File: src/rtl/pcbp_pkg.sv
package pcbp_pkg;

  // Fixed field widths of the request and result ports.
  localparam int KIND_W       = 2;
  localparam int SYMBOL_W     = 8;
  localparam int CODE_FIELD_W = 32;
  localparam int LEN_FIELD_W  = 6;
  localparam int BYTE_W       = 8;

  // Defaults for the top-level parameters.
  localparam int MAX_CODE_BITS_DEFAULT = 32;
  localparam int SYMBOL_COUNT_DEFAULT  = 256;

  // Depth of the command queue between the front and the back.
  localparam int CMD_QUEUE_DEPTH = 2;

  // Request kinds.
  localparam logic [KIND_W-1:0] KIND_LOAD   = 2'd0;
  localparam logic [KIND_W-1:0] KIND_ENCODE = 2'd1;
  localparam logic [KIND_W-1:0] KIND_FLUSH  = 2'd2;

  // One command handed from the front to the back.
  typedef struct packed {
    logic                    flush;
    logic [CODE_FIELD_W-1:0] code;
    logic [LEN_FIELD_W-1:0]  len;
  } cmd_t;

endpackage

File: src/rtl/pcbp_queue.sv
module pcbp_queue #(
  parameter int DEPTH = pcbp_pkg::CMD_QUEUE_DEPTH
) (
  input  logic           clk,
  input  logic           rst,
  input  logic           wr_en,
  input  pcbp_pkg::cmd_t wr_data,
  output logic           q_full,
  input  logic           rd_en,
  output logic           q_valid,
  output pcbp_pkg::cmd_t rd_data
);

  localparam int PTR_W = (DEPTH > 1) ? $clog2(DEPTH) : 1;
  localparam int CNT_W = $clog2(DEPTH + 1);

  pcbp_pkg::cmd_t   slots [DEPTH];
  logic [PTR_W-1:0] wr_ptr;
  logic [PTR_W-1:0] rd_ptr;
  logic [CNT_W-1:0] count;
  logic             do_wr;
  logic             do_rd;

  assign q_full  = (count == CNT_W'(DEPTH));
  assign q_valid = (count != '0);
  assign do_wr   = wr_en && !q_full;
  assign do_rd   = rd_en && q_valid;
  assign rd_data = slots[rd_ptr];

  always_ff @(posedge clk) begin
    if (do_wr) begin
      slots[wr_ptr] <= wr_data;
    end
  end

  always_ff @(posedge clk) begin
    if (rst) begin
      wr_ptr <= '0;
      rd_ptr <= '0;
      count  <= '0;
    end else begin
      if (do_wr) begin
        wr_ptr <= (wr_ptr == PTR_W'(DEPTH - 1)) ? '0 : wr_ptr + 1'b1;
      end
      if (do_rd) begin
        rd_ptr <= (rd_ptr == PTR_W'(DEPTH - 1)) ? '0 : rd_ptr + 1'b1;
      end
      if (do_wr && !do_rd) begin
        count <= count + 1'b1;
      end else if (do_rd && !do_wr) begin
        count <= count - 1'b1;
      end
    end
  end

endmodule

File: config.mk
export PLATFORM = sky130hd
export DESIGN_NAME = pcbp_queue
export DESIGN_NICKNAME = d
export VERILOG_FILES = /design/src/rtl/pcbp_pkg.sv /design/src/rtl/pcbp_queue.sv
export SDC_FILE = /design/constraint.sdc
export NUM_CORES = 1
export LEC_CHECK = 0
export ABC_AREA = 0
export CAP_MARGIN = 20
export CORE_MARGIN = 4
export CORE_UTILIZATION = 60
export CTS_CLUSTER_DIAMETER = 50
export DETAILED_ROUTE_END_ITERATION = 8
export DONT_BUFFER_PORTS = 1
export GPL_ROUTABILITY_DRIVEN = 0
export PLACE_DENSITY = 0.8
export SLEW_MARGIN = 20
export SYNTH_ARGS = -nofsm -noshare
export SYNTH_HDL_FRONTEND = slang
export SYNTH_SLANG_ARGS = --single-unit
File: constraint.sdc
create_clock -name clk -period 4.2 [get_ports clk]
set_input_delay 0.42 -clock clk [delete_from_list [all_inputs] [get_ports clk]]
set_output_delay 0.42 -clock clk [all_outputs]
set_load 0.01 [all_outputs]
==> impl_summary.log <==
[metrics] outcome: completed
[metrics] clock skew: slightly below 0.009 ns
[metrics] number of buffers created by CTS: 9
[metrics] FP Rows: 25
[metrics] core region area: 0.00482 sq mm
[metrics] total global routing overflow: 0
[metrics] net total in the final layout: 198
[metrics] count of different cell masters after synthesis: 15
[metrics] Final Max Slew Viols: 0
[metrics] sequential share of power: 0.571
[metrics] critical path data arrival time: approximately 2.3 ns
[metrics] total non-filler cell area in the finished layout: between 0.003 and 0.004 sq mm
[metrics] via count of the first global-routing pass: 1364
[metrics] die area: 0.00625 sq mm
[metrics] ys async rst share: 0
[metrics] CP Cell Sequence: nor2b_2 -> or3_1 -> inv_1 -> buf_4
[metrics] initial antenna violation count: 0
[metrics] count of flip-flops with a built-in enable after synthesis: 78
[metrics] FMAX: 0.435 GHz
[metrics] latest clock arrival within the worst-skew pair: 0.34 ns
[metrics] number of iterations in the first detailed-routing pass: 4
[metrics] setup repair after global routing missed its margin: false
[metrics] most instantiated library cell after synthesis: sky130_fd_sc_hd__edfxtp_1
[metrics] Power Density: 605 mW/mm^2
[metrics] average footprint of a synthesized cell: 20.7 sq um
[metrics] Synth Cell Area: 0.00303 sq mm
[metrics] synthesis-to-layout area growth: 7.52%
[metrics] DRC Markers: 0
[metrics] Post-Place Cell Area: 0.00310 sq mm
[metrics] CTS max path bufs: 2
[metrics] Fin Hold WS: 0.144 ns
[metrics] htree depth: 3
[metrics] yosys synthesis warning count: 0
[metrics] ANT cells: 0
[metrics] number of synthesized register bits: 83
[metrics] total internal power: between 1000 and 1500 uW
[metrics] number of maximum-capacitance constraint violations: 0
[metrics] TNS Setup: 0 ns
[metrics] Vert. Die Dim: 79.0 um
[metrics] share of the synthesized area in the top cell type: 0.774
[metrics] worst setup path category: reg2reg
[metrics] I/O pin count: 84
[metrics] Buffers on Ports: 0
[metrics] final HPWL from detailed placement: 3.15 mm
[metrics] CTS Hold Buffers Added: 0
[metrics] endpoint type of the worst setup path: register
[metrics] number of hold-slack violations in the final timing report: 0
[metrics] drt via density: roughly 5.7
[metrics] clock tree from TritonCTS: done
[metrics] final count of negative-setup-slack endpoints: 0
[metrics] most frequent cells after synthesis: 78 x sky130_fd_sc_hd__edfxtp_1, 39 x sky130_fd_sc_hd__mux2_2, 5 x sky130_fd_sc_hd__dfxtp_1, 4 x sky130_fd_sc_hd__nor2_1
[metrics] count of vias placed by the detailed router: 1284
[metrics] share of synthesized area occupied by flip-flops and latches: 0.807
[metrics] switching fraction of total power: 0.279
[metrics] Detail Route Antenna Nets: 0
[metrics] worst hold path class: in2reg
[metrics] clock share of power: 0.234
[metrics] total routing resource utilization after global routing: 0.159
[metrics] cells taking the most area after synthesis: sky130_fd_sc_hd__edfxtp_1 77%, sky130_fd_sc_hd__mux2_2 15%, sky130_fd_sc_hd__dfxtp_1 3.3%
[metrics] final cycle utilization of the critical path: 0.548
[metrics] Sinks on Clock Net: just over 80
[metrics] part of the total power dissipated in combinational logic: 0.195
[metrics] buffer count from post-CTS setup fixing: 0
[metrics] share of cells above drive strength 1: 0.358
[metrics] slew at the pin closest to its max-slew limit: 1.00 ns
[metrics] crit path max fanout: 26
[metrics] total detailed-routing wirelength: 4.79 mm
[metrics] number of buffers and inverters on the critical path: 2
[metrics] pin count of the biggest net entering global routing: 40
[metrics] initial cell density of the core: 0.629
[metrics] Slowest-stage cell, CP: sky130_fd_sc_hd__inv_1
[metrics] leakage power of the design: about 0.0011 uW
[metrics] number of design-rule violations left by the first detailed-router iteration: 81
[metrics] detail-routed net length per standard cell: 21.2 um
[metrics] leading register cell type out of synthesis: sky130_fd_sc_hd__edfxtp_1
[metrics] minimum clock period after layout: 2.30 ns
[metrics] number of gates resized after CTS: 0
[metrics] number of nets in the synthesized netlist: 190
[metrics] delay-heaviest family, CP: buffers and inverters
[metrics] die width: between 70 and 80 um
[metrics] Net Switching: 550 uW
[metrics] first-pass GRT wire length: around 7.1 mm
[metrics] Worst slew margin: 0.331
[metrics] number of standard cells after synthesis: ~150
[metrics] Peak supply drop: 0.419 mV
[metrics] CP startpoint kind: register
[metrics] clock-pin slew on the worst setup and hold paths: 0.07 ns
[metrics] library cell with the largest summed area after synthesis: sky130_fd_sc_hd__edfxtp_1
[metrics] maximum cell stage delay along the critical path: about 0.74 ns
[metrics] critical path data required time: 4.23 ns
[metrics] buffer cell driving the clock tree root: sky130_fd_sc_hd__clkbuf_8
## logic make-up (layout without fill, tap and decap cells)
family,Yosys count,count (layout),synth area share
XOR/XNOR,3,3,0.00868
AO/OA/AOI/OAI,5,5,0.00826
flip-flops,83,83,0.807
multiplexers,39,39,0.145
AND/OR/NAND/NOR,9,9,0.0161
adder cells (fa/ha/maj),1,1,0.00413
buffers and inverters,6,19,0.0112
## routing by layer
metal | share of wire | routed length [um] | global-route usage
met1 | 0.36 | 1710 | 0.176
met2 | 0.54 | 2570 | 0.257
met3 | 0.093 | 445 | 0.0726
met4 | 0.014 | 68 | 0.0825
met5 | 0 | 0 | 0
## state kept, by name, summed over array words and instances, names as in the netlist, named ones only
name    flops
count       2
rd_ptr      1
wr_ptr      1
slots      78
## power by group through the flow
stage          clock, uW  combinational (uW)  sequential (uW)
2_1_floorplan          0                 375             1080
3_3_place_gp           0                 377             1140
3_5_place_dp           0                 389             1150
4_1_cts              471                 393             1130
5_1_grt              508                 415             1140
6_report             462                 384             1120
## layout make-up
class,instances,area [sq um]
clock buffer,10,128
clock inverter,6,32.5
fill,344,1560
inverter,2,7.51
multi-input combinational,57,553
sequential,83,2440
tap,67,83.8
timing repair buffer,1,7.51
## cells in the final DEF, fill, tap and decap left out
master,synthesis,layout
sky130_fd_sc_hd__buf_4,0,1
sky130_fd_sc_hd__inv_1,2,2
sky130_fd_sc_hd__ha_1,1,1
sky130_fd_sc_hd__clkbuf_1,0,1
sky130_fd_sc_hd__and2_2,0,1
sky130_fd_sc_hd__edfxtp_1,78,78
sky130_fd_sc_hd__a21oi_1,2,2
sky130_fd_sc_hd__dfxtp_1,5,4
sky130_fd_sc_hd__or2_2,1,1
sky130_fd_sc_hd__clkinv_1,0,2
sky130_fd_sc_hd__or3_1,2,2
sky130_fd_sc_hd__xor2_1,3,3
sky130_fd_sc_hd__o21ai_0,3,3
sky130_fd_sc_hd__nor2_1,4,4
sky130_fd_sc_hd__clkinvlp_4,0,2
sky130_fd_sc_hd__mux2_2,39,39
sky130_fd_sc_hd__nor2b_2,1,1
sky130_fd_sc_hd__clkinv_2,0,2
sky130_fd_sc_hd__clkbuf_8,0,9
sky130_fd_sc_hd__dfxtp_2,0,1
## final timing paths
check | slack [ns] | startpoint | endpoint | cells after the start
setup / recovery | 1.90 | count[0]$_SDFFE_PP0P_ | slots[0][9]$_DFFE_PP_ | 4
hold / removal | 0.14 | rst | register | 1
setup reg to reg | 1.90 | count[0]$_SDFFE_PP0P_ | slots[0][9]$_DFFE_PP_ | 4
hold reg to reg | 0.51 | wr_ptr$_SDFFE_PP0P_ | wr_ptr$_SDFFE_PP0P_ | 2
## stage by stage
step / worst slack (ns) / total power, uW / utilization / std cells
global route: 1.73 / 2060 / 0.676 / 226
finish: 1.90 / 1970 / 0.676 / 226
global placement: 1.99 / 1510 / 0.643 / 210
floorplan: 2.21 / 1460 / - / 146
detailed placement: 1.87 / 1540 / 0.643 / 210
CTS: 1.85 / 1990 / 0.676 / 226
Power figures use the tool's default switching activity.
