$ cat src/rtl/pcbp_pkg.sv
package pcbp_pkg;

  // Fixed field widths of the request and result ports.
  localparam int KIND_W       = 2;
  localparam int SYMBOL_W     = 8;
  localparam int CODE_FIELD_W = 32;
  localparam int LEN_FIELD_W  = 6;
  localparam int BYTE_W       = 8;

  // Defaults for the top-level parameters.
  localparam int MAX_CODE_BITS_DEFAULT = 32;
  localparam int SYMBOL_COUNT_DEFAULT  = 256;

  // Depth of the command queue between the front and the back.
  localparam int CMD_QUEUE_DEPTH = 2;

  // Request kinds.
  localparam logic [KIND_W-1:0] KIND_LOAD   = 2'd0;
  localparam logic [KIND_W-1:0] KIND_ENCODE = 2'd1;
  localparam logic [KIND_W-1:0] KIND_FLUSH  = 2'd2;

  // One command handed from the front to the back.
  typedef struct packed {
    logic                    flush;
    logic [CODE_FIELD_W-1:0] code;
    logic [LEN_FIELD_W-1:0]  len;
  } cmd_t;

endpackage

$ cat src/rtl/pcbp_back.sv
module pcbp_back #(
  parameter int MAX_CODE_BITS = pcbp_pkg::MAX_CODE_BITS_DEFAULT
) (
  input  logic                        clk,
  input  logic                        rst,
  input  logic                        cmd_valid,
  input  pcbp_pkg::cmd_t              cmd,
  output logic                        cmd_pop,
  output logic                        empty,
  input  logic                        pop,
  output logic [pcbp_pkg::BYTE_W-1:0] packed_byte,
  output logic                        last,
  output logic                        stream_end
);

  // The accumulator holds up to seven pending bits plus one whole code.
  localparam int ACC_W = MAX_CODE_BITS + pcbp_pkg::BYTE_W - 1;
  localparam int REM_W = $clog2(ACC_W + 1);

  logic [ACC_W-1:0] acc;
  logic [ACC_W-1:0] acc_next;
  logic [REM_W-1:0] rem;
  logic [REM_W-1:0] rem_next;

  logic                        out_valid;
  logic [pcbp_pkg::BYTE_W-1:0] out_byte;
  logic                        out_last;
  logic                        out_end;

  logic                        slot_free;
  logic                        busy;
  logic                        emit;
  logic                        take;
  logic                        load_out;
  logic [pcbp_pkg::BYTE_W-1:0] byte_next;
  logic                        last_next;
  logic                        end_next;
  logic [ACC_W-1:0]            hi_shift;
  logic [ACC_W-1:0]            pad_shift;
  logic [REM_W-1:0]            cmd_len;

  assign slot_free = !out_valid || pop;
  assign busy      = rem >= REM_W'(pcbp_pkg::BYTE_W);
  assign emit      = busy && slot_free;
  assign take      = cmd_valid && !busy && (!cmd.flush || slot_free);
  assign cmd_pop   = take;
  assign cmd_len   = cmd.len[REM_W-1:0];

  assign hi_shift  = acc >> (rem - REM_W'(pcbp_pkg::BYTE_W));
  assign pad_shift = acc << (REM_W'(pcbp_pkg::BYTE_W) - rem);

  always_comb begin
    acc_next  = acc;
    rem_next  = rem;
    load_out  = 1'b0;
    byte_next = hi_shift[pcbp_pkg::BYTE_W-1:0];
    last_next = 1'b0;
    end_next  = 1'b0;
    if (emit) begin
      // Oldest complete byte is the top eight of the valid bits.
      load_out  = 1'b1;
      rem_next  = rem - REM_W'(pcbp_pkg::BYTE_W);
      last_next = rem_next < REM_W'(pcbp_pkg::BYTE_W);
    end else if (take && cmd.flush) begin
      if (rem != '0) begin
        load_out  = 1'b1;
        byte_next = pad_shift[pcbp_pkg::BYTE_W-1:0];
        last_next = 1'b1;
        end_next  = 1'b1;
      end
      rem_next = '0;
    end else if (take) begin
      acc_next = (acc << cmd_len) | ACC_W'(cmd.code[MAX_CODE_BITS-1:0]);
      rem_next = rem + cmd_len;
    end
  end

  always_ff @(posedge clk) begin
    acc <= acc_next;
    if (load_out) begin
      out_byte <= byte_next;
      out_last <= last_next;
      out_end  <= end_next;
    end
  end

  always_ff @(posedge clk) begin
    if (rst) begin
      rem       <= '0;
      out_valid <= 1'b0;
    end else begin
      rem <= rem_next;
      if (load_out) begin
        out_valid <= 1'b1;
      end else if (pop) begin
        out_valid <= 1'b0;
      end
    end
  end

  assign empty       = !out_valid;
  assign packed_byte = out_byte;
  assign last        = out_last;
  assign stream_end  = out_end;

endmodule

$ cat config.mk
export PLATFORM = sky130hd
export DESIGN_NAME = pcbp_back
export DESIGN_NICKNAME = d
export VERILOG_FILES = /design/src/rtl/pcbp_pkg.sv /design/src/rtl/pcbp_back.sv
export SDC_FILE = /design/constraint.sdc
export NUM_CORES = 1
export LEC_CHECK = 0
export ABC_AREA = 1
export BUFFER_PORTS_ARGS = -buffer_cell sky130_fd_sc_hd__buf_2
export CORE_ASPECT_RATIO = 1.1
export CORE_MARGIN = 8
export CORE_UTILIZATION = 40
export CTS_BUF_LIST = sky130_fd_sc_hd__clkbuf_4 sky130_fd_sc_hd__clkbuf_8 sky130_fd_sc_hd__clkbuf_16
export CTS_CLUSTER_DIAMETER = 80
export DETAILED_ROUTE_END_ITERATION = 8
export PLACE_DENSITY = 0.58
export SYNTH_ARGS = -nofsm -noshare
export SYNTH_HDL_FRONTEND = slang
export SYNTH_SLANG_ARGS = --single-unit
$ cat constraint.sdc
create_clock -name clk -period 5.3 [get_ports clk]
set_clock_uncertainty 0.05 [all_clocks]
set_input_delay 0.795 -clock clk [delete_from_list [all_inputs] [get_ports clk]]
set_output_delay 0.795 -clock clk [all_outputs]
set_load 0.02 [all_outputs]
==> metrics.csv <==
stage;metric;value;unit
placement;hpwl;16.6;mm
floorplanning;start_util;0.410;
synthesis;synth_top_cell_by_area;edfxtp_1;
power_and_ir_drop;power_density;369;mW/mm^2
grt;antenna_found_initial;0;
clock_tree;numCtsBuffers;5;
synthesis;synth_ff_type;edfxtp_1;
detailed_routing;drc;0;
power_and_ir_drop;p_clk_frac;0.141;
critical_path;startpoint_type;flip-flop;
sta;slew_headroom;0.355;
sta;max_freq;319;MHz
power_and_ir_drop;pwr-share-comb;0.563;
floorplanning;pin_count;55;
clock_tree;hold_buffers;0;
critical_path;slowest_stage;dfxtp_1;
clock_tree;cts.sinks;56;
clock_tree;cts_tree;built;
critical_path;cp.arrival;2.29;ns
synthesis;ys_seq_area_frac;0.249;
synthesis;synth.area.top_cells;edfxtp_1, nand2_1, nand3_1, o211ai_1, o21ai_0;
detailed_routing;dr.first_iter.drc_count;803;
critical_path;cpMostUsedCell;nand2_1;
flow_run;maxCapViolations;0;
min_path;hold_class;flip-flop to flip-flop;
power_and_ir_drop;intPower;1250;uW
detailed_routing;dr.max_layer_used;met4;
grt;grt_max_degree;54;
sta;timing.final.ws_setup;2.17;ns
power_and_ir_drop;leakagePower;0.00291;uW
critical_path;cp_top_family;flip-flops;
clock_tree;cts_setup_buffers;0;
detailed_routing;wl_per_cell;18.5;um
finish;antenna_cells;0;
synthesis;syn_inst;1011;
detailed_routing;vias_per_cell;5.83;
synthesis;synth_area;0.00647;mm^2
synthesis;syn_nets;1064;
sta;tightest_slew;0.965;ns
detailed_routing;dr.pass1.iters;5;
synthesis;netlist.area_leader.share;0.227;
clock_tree;clock_latency;0.32;ns
floorplanning;die_area;0.0205;mm^2
sta;slew_viol_final;0;
power_and_ir_drop;power.share.switching;0.499;
critical_path;max_stage_delay;0.90;ns
sta;period_share;0.591;
synthesis;syn-mean-instance-area;6.40;um^2
power_and_ir_drop;switchingPower;1250;uW
grt;grt_pass1_vias;6647;
detailed_routing;ant_nets;0;
grt;grt-ovfl-total;0;
synthesis;synth-edff-count;49;
clock_tree;h-tree-depth;2;
grt;grt_pass1_wl;35.8;mm
placement;placed_cell_area;0.00664;mm^2
detailed_routing;routed_wl;22.4;mm
critical_path;critPathCaptureType;primary output;
clock_tree;cts.clk_slew.worst_paths;0.07;ns
critical_path;path_cells;ha_1 > nand3_2 > nand2_1 > nor2_2 > nand2_1 > nand2_1 > buf_2;
finish;fin_cells;1213;
power_and_ir_drop;vdd_drop_max;0.168;mV
sta;tns;0;ns
placement;gp_congestion;0.894;
clock_tree;clockRootBuffer;clkbuf_16;
finish;drive_gt1_frac;0.114;
synthesis;synth-async-reset-ratio;0;
clock_tree;cts_buffer_depth;2;
sta;min_period;3.13;ns
floorplanning;core.rowCount;48;
finish;post-route-cell-area;0.00678;mm^2
sta;setup_viol;0;
floorplanning;die_y;149;um
sta;hold_viol;0;
finish;post-route-util;0.429;
finish;synthToLayoutAreaGrowth;4.70;%
detailed_routing;met1_length;9.87;mm
placement;dp_cells;1205;
finish;final_nets;1065;
detailed_routing;via_count;7076;
detailed_routing;routed-wl-met2;10.5;mm
critical_path;cp_num_buf_inv;1;
synthesis;yosysWarningCount;0;
floorplanning;die-width;137;um
placement;port_buffers;54;
floorplanning;core;0.0158;mm^2
power_and_ir_drop;pwr-share-seq;0.295;
run_status;status;complete, no violations;
synthesis;yosysUniqueCellTypes;51;
critical_path;crit_type;flip-flop to primary output;
critical_path;required;4.45;ns
placement;dp_slack;2.01;ns
clock_tree;ctsResizeCount;0;
grt;gr-usage-all-layers;0.221;
detailed_routing;wl_met3;1.41;mm
sta;grt_setup_unrepaired;no;
critical_path;crit_fanout;21;
synthesis;ys_seq_elements;56;
-- final cells by class --
cell class / instances / area (um^2)
clock buffers: 5 / 125
clock inverters: 3 / 17.5
fillers: 1720 / 9020
inverters: 53 / 201
multi-input cells: 836 / 4260
flip-flops and latches: 56 / 1610
well taps: 200 / 250
repair buffers: 60 / 315
-- cells by family after synthesis --
group,count (synthesis),share of synthesized area
adders and majority gates,10,0.0205
AOI/OAI and AO/OA,183,0.185
buffers and inverters,119,0.0935
muxes,2,0.00309
DFF,56,0.249
xor gates and xnor gates,6,0.00928
and+or+nand+nor,635,0.440
-- through the flow --
step	total power (uW)	hold WS [ns]
after detailed placement	2150	0.563
final	2500	0.574
after global routing	2720	0.648
after CTS	2510	0.581
after floorplan	1790	0.577
after global placement	2150	0.561
-- cell usage after synthesis (2+ instances only) --
master and instances:
ha_1 9, o211ai_2 8, mux2i_1 2, or2_2 5
inv_1 43, edfxtp_1 49, o21ai_1 35, xor2_1 4
o21a_1 4, o211ai_1 42, a41o_1 2, nand3_1 211
a31o_1 2, nand4_1 7, a21boi_1 3, a31o_2 2
nor3_1 5, o21ai_2 7, o2111ai_1 2, o21bai_1 9
nand2_2 2, a21oi_1 23, buf_4 11, buf_6 13
nor2_1 35, inv_2 8, nor2_4 2, buf_1 6
nand3b_1 14, dfxtp_1 7, buf_2 14, or2_1 18
nand2_1 323, o22ai_1 3, nand3_2 2, nor2_2 7
o21ai_0 37, clkbuf_1 22
-- power by group through the flow --
stage | clock network [uW] | registers [uW] | logic [uW]
after global routing | 373 | 748 | 1600
after floorplan | 0 | 736 | 1060
after global placement | 0 | 745 | 1400
after detailed placement | 0 | 743 | 1400
final | 354 | 738 | 1410
after CTS | 366 | 733 | 1410
-- worst register-to-register path, cell delays in order (launching register included) --
cell and delay, ns:
dfxtp_1 0.90, inv_2 0.37, ha_1 0.35, xnor2_2 0.33, inv_1 0.13, nor2_1 0.28
a21boi_1 0.23, nor2_1 0.08, a21oi_1 0.11
-- worst paths after layout --
kind	startpoint	to	slack [ns]	cells after the start
max	rem[3]$_SDFFE_PP0P_	cmd_pop	2.17	7
min	out_valid$_SDFFE_PP0P_	out_valid$_SDFFE_PP0P_	0.57	4
max reg2reg	rem[3]$_SDFFE_PP0P_	packed_byte[5]$_DFFE_PP_	2.33	8
min reg2reg	out_valid$_SDFFE_PP0P_	out_valid$_SDFFE_PP0P_	0.57	4
-- metal layers --
| layer | vias to the layer above | track usage |
|---|---|---|
| li1 | 3501 | - |
| met5 | - | 0 |
| met3 | 41 | 0.0298 |
| met1 | 3257 | 0.292 |
| met4 | 0 | 0.0783 |
| met2 | 277 | 0.358 |
-- placed cells by master, fill, tap and decap left out, drive strengths merged, types with 14 or more instances in the layout --
master	count
buf	60
o21ai	79
inv	53
nand3b	14
nand3	213
or2	24
nand2	325
edfxtp	49
nor2	44
o211ai	50
a21oi	24
-- registers in the layout, indices dropped and copies added (netlist names) --
signal and flops:
out_valid 1, stream_end 1, rem 6, acc 39
packed_byte 8, last 1
Power figures use the tool's default switching activity.
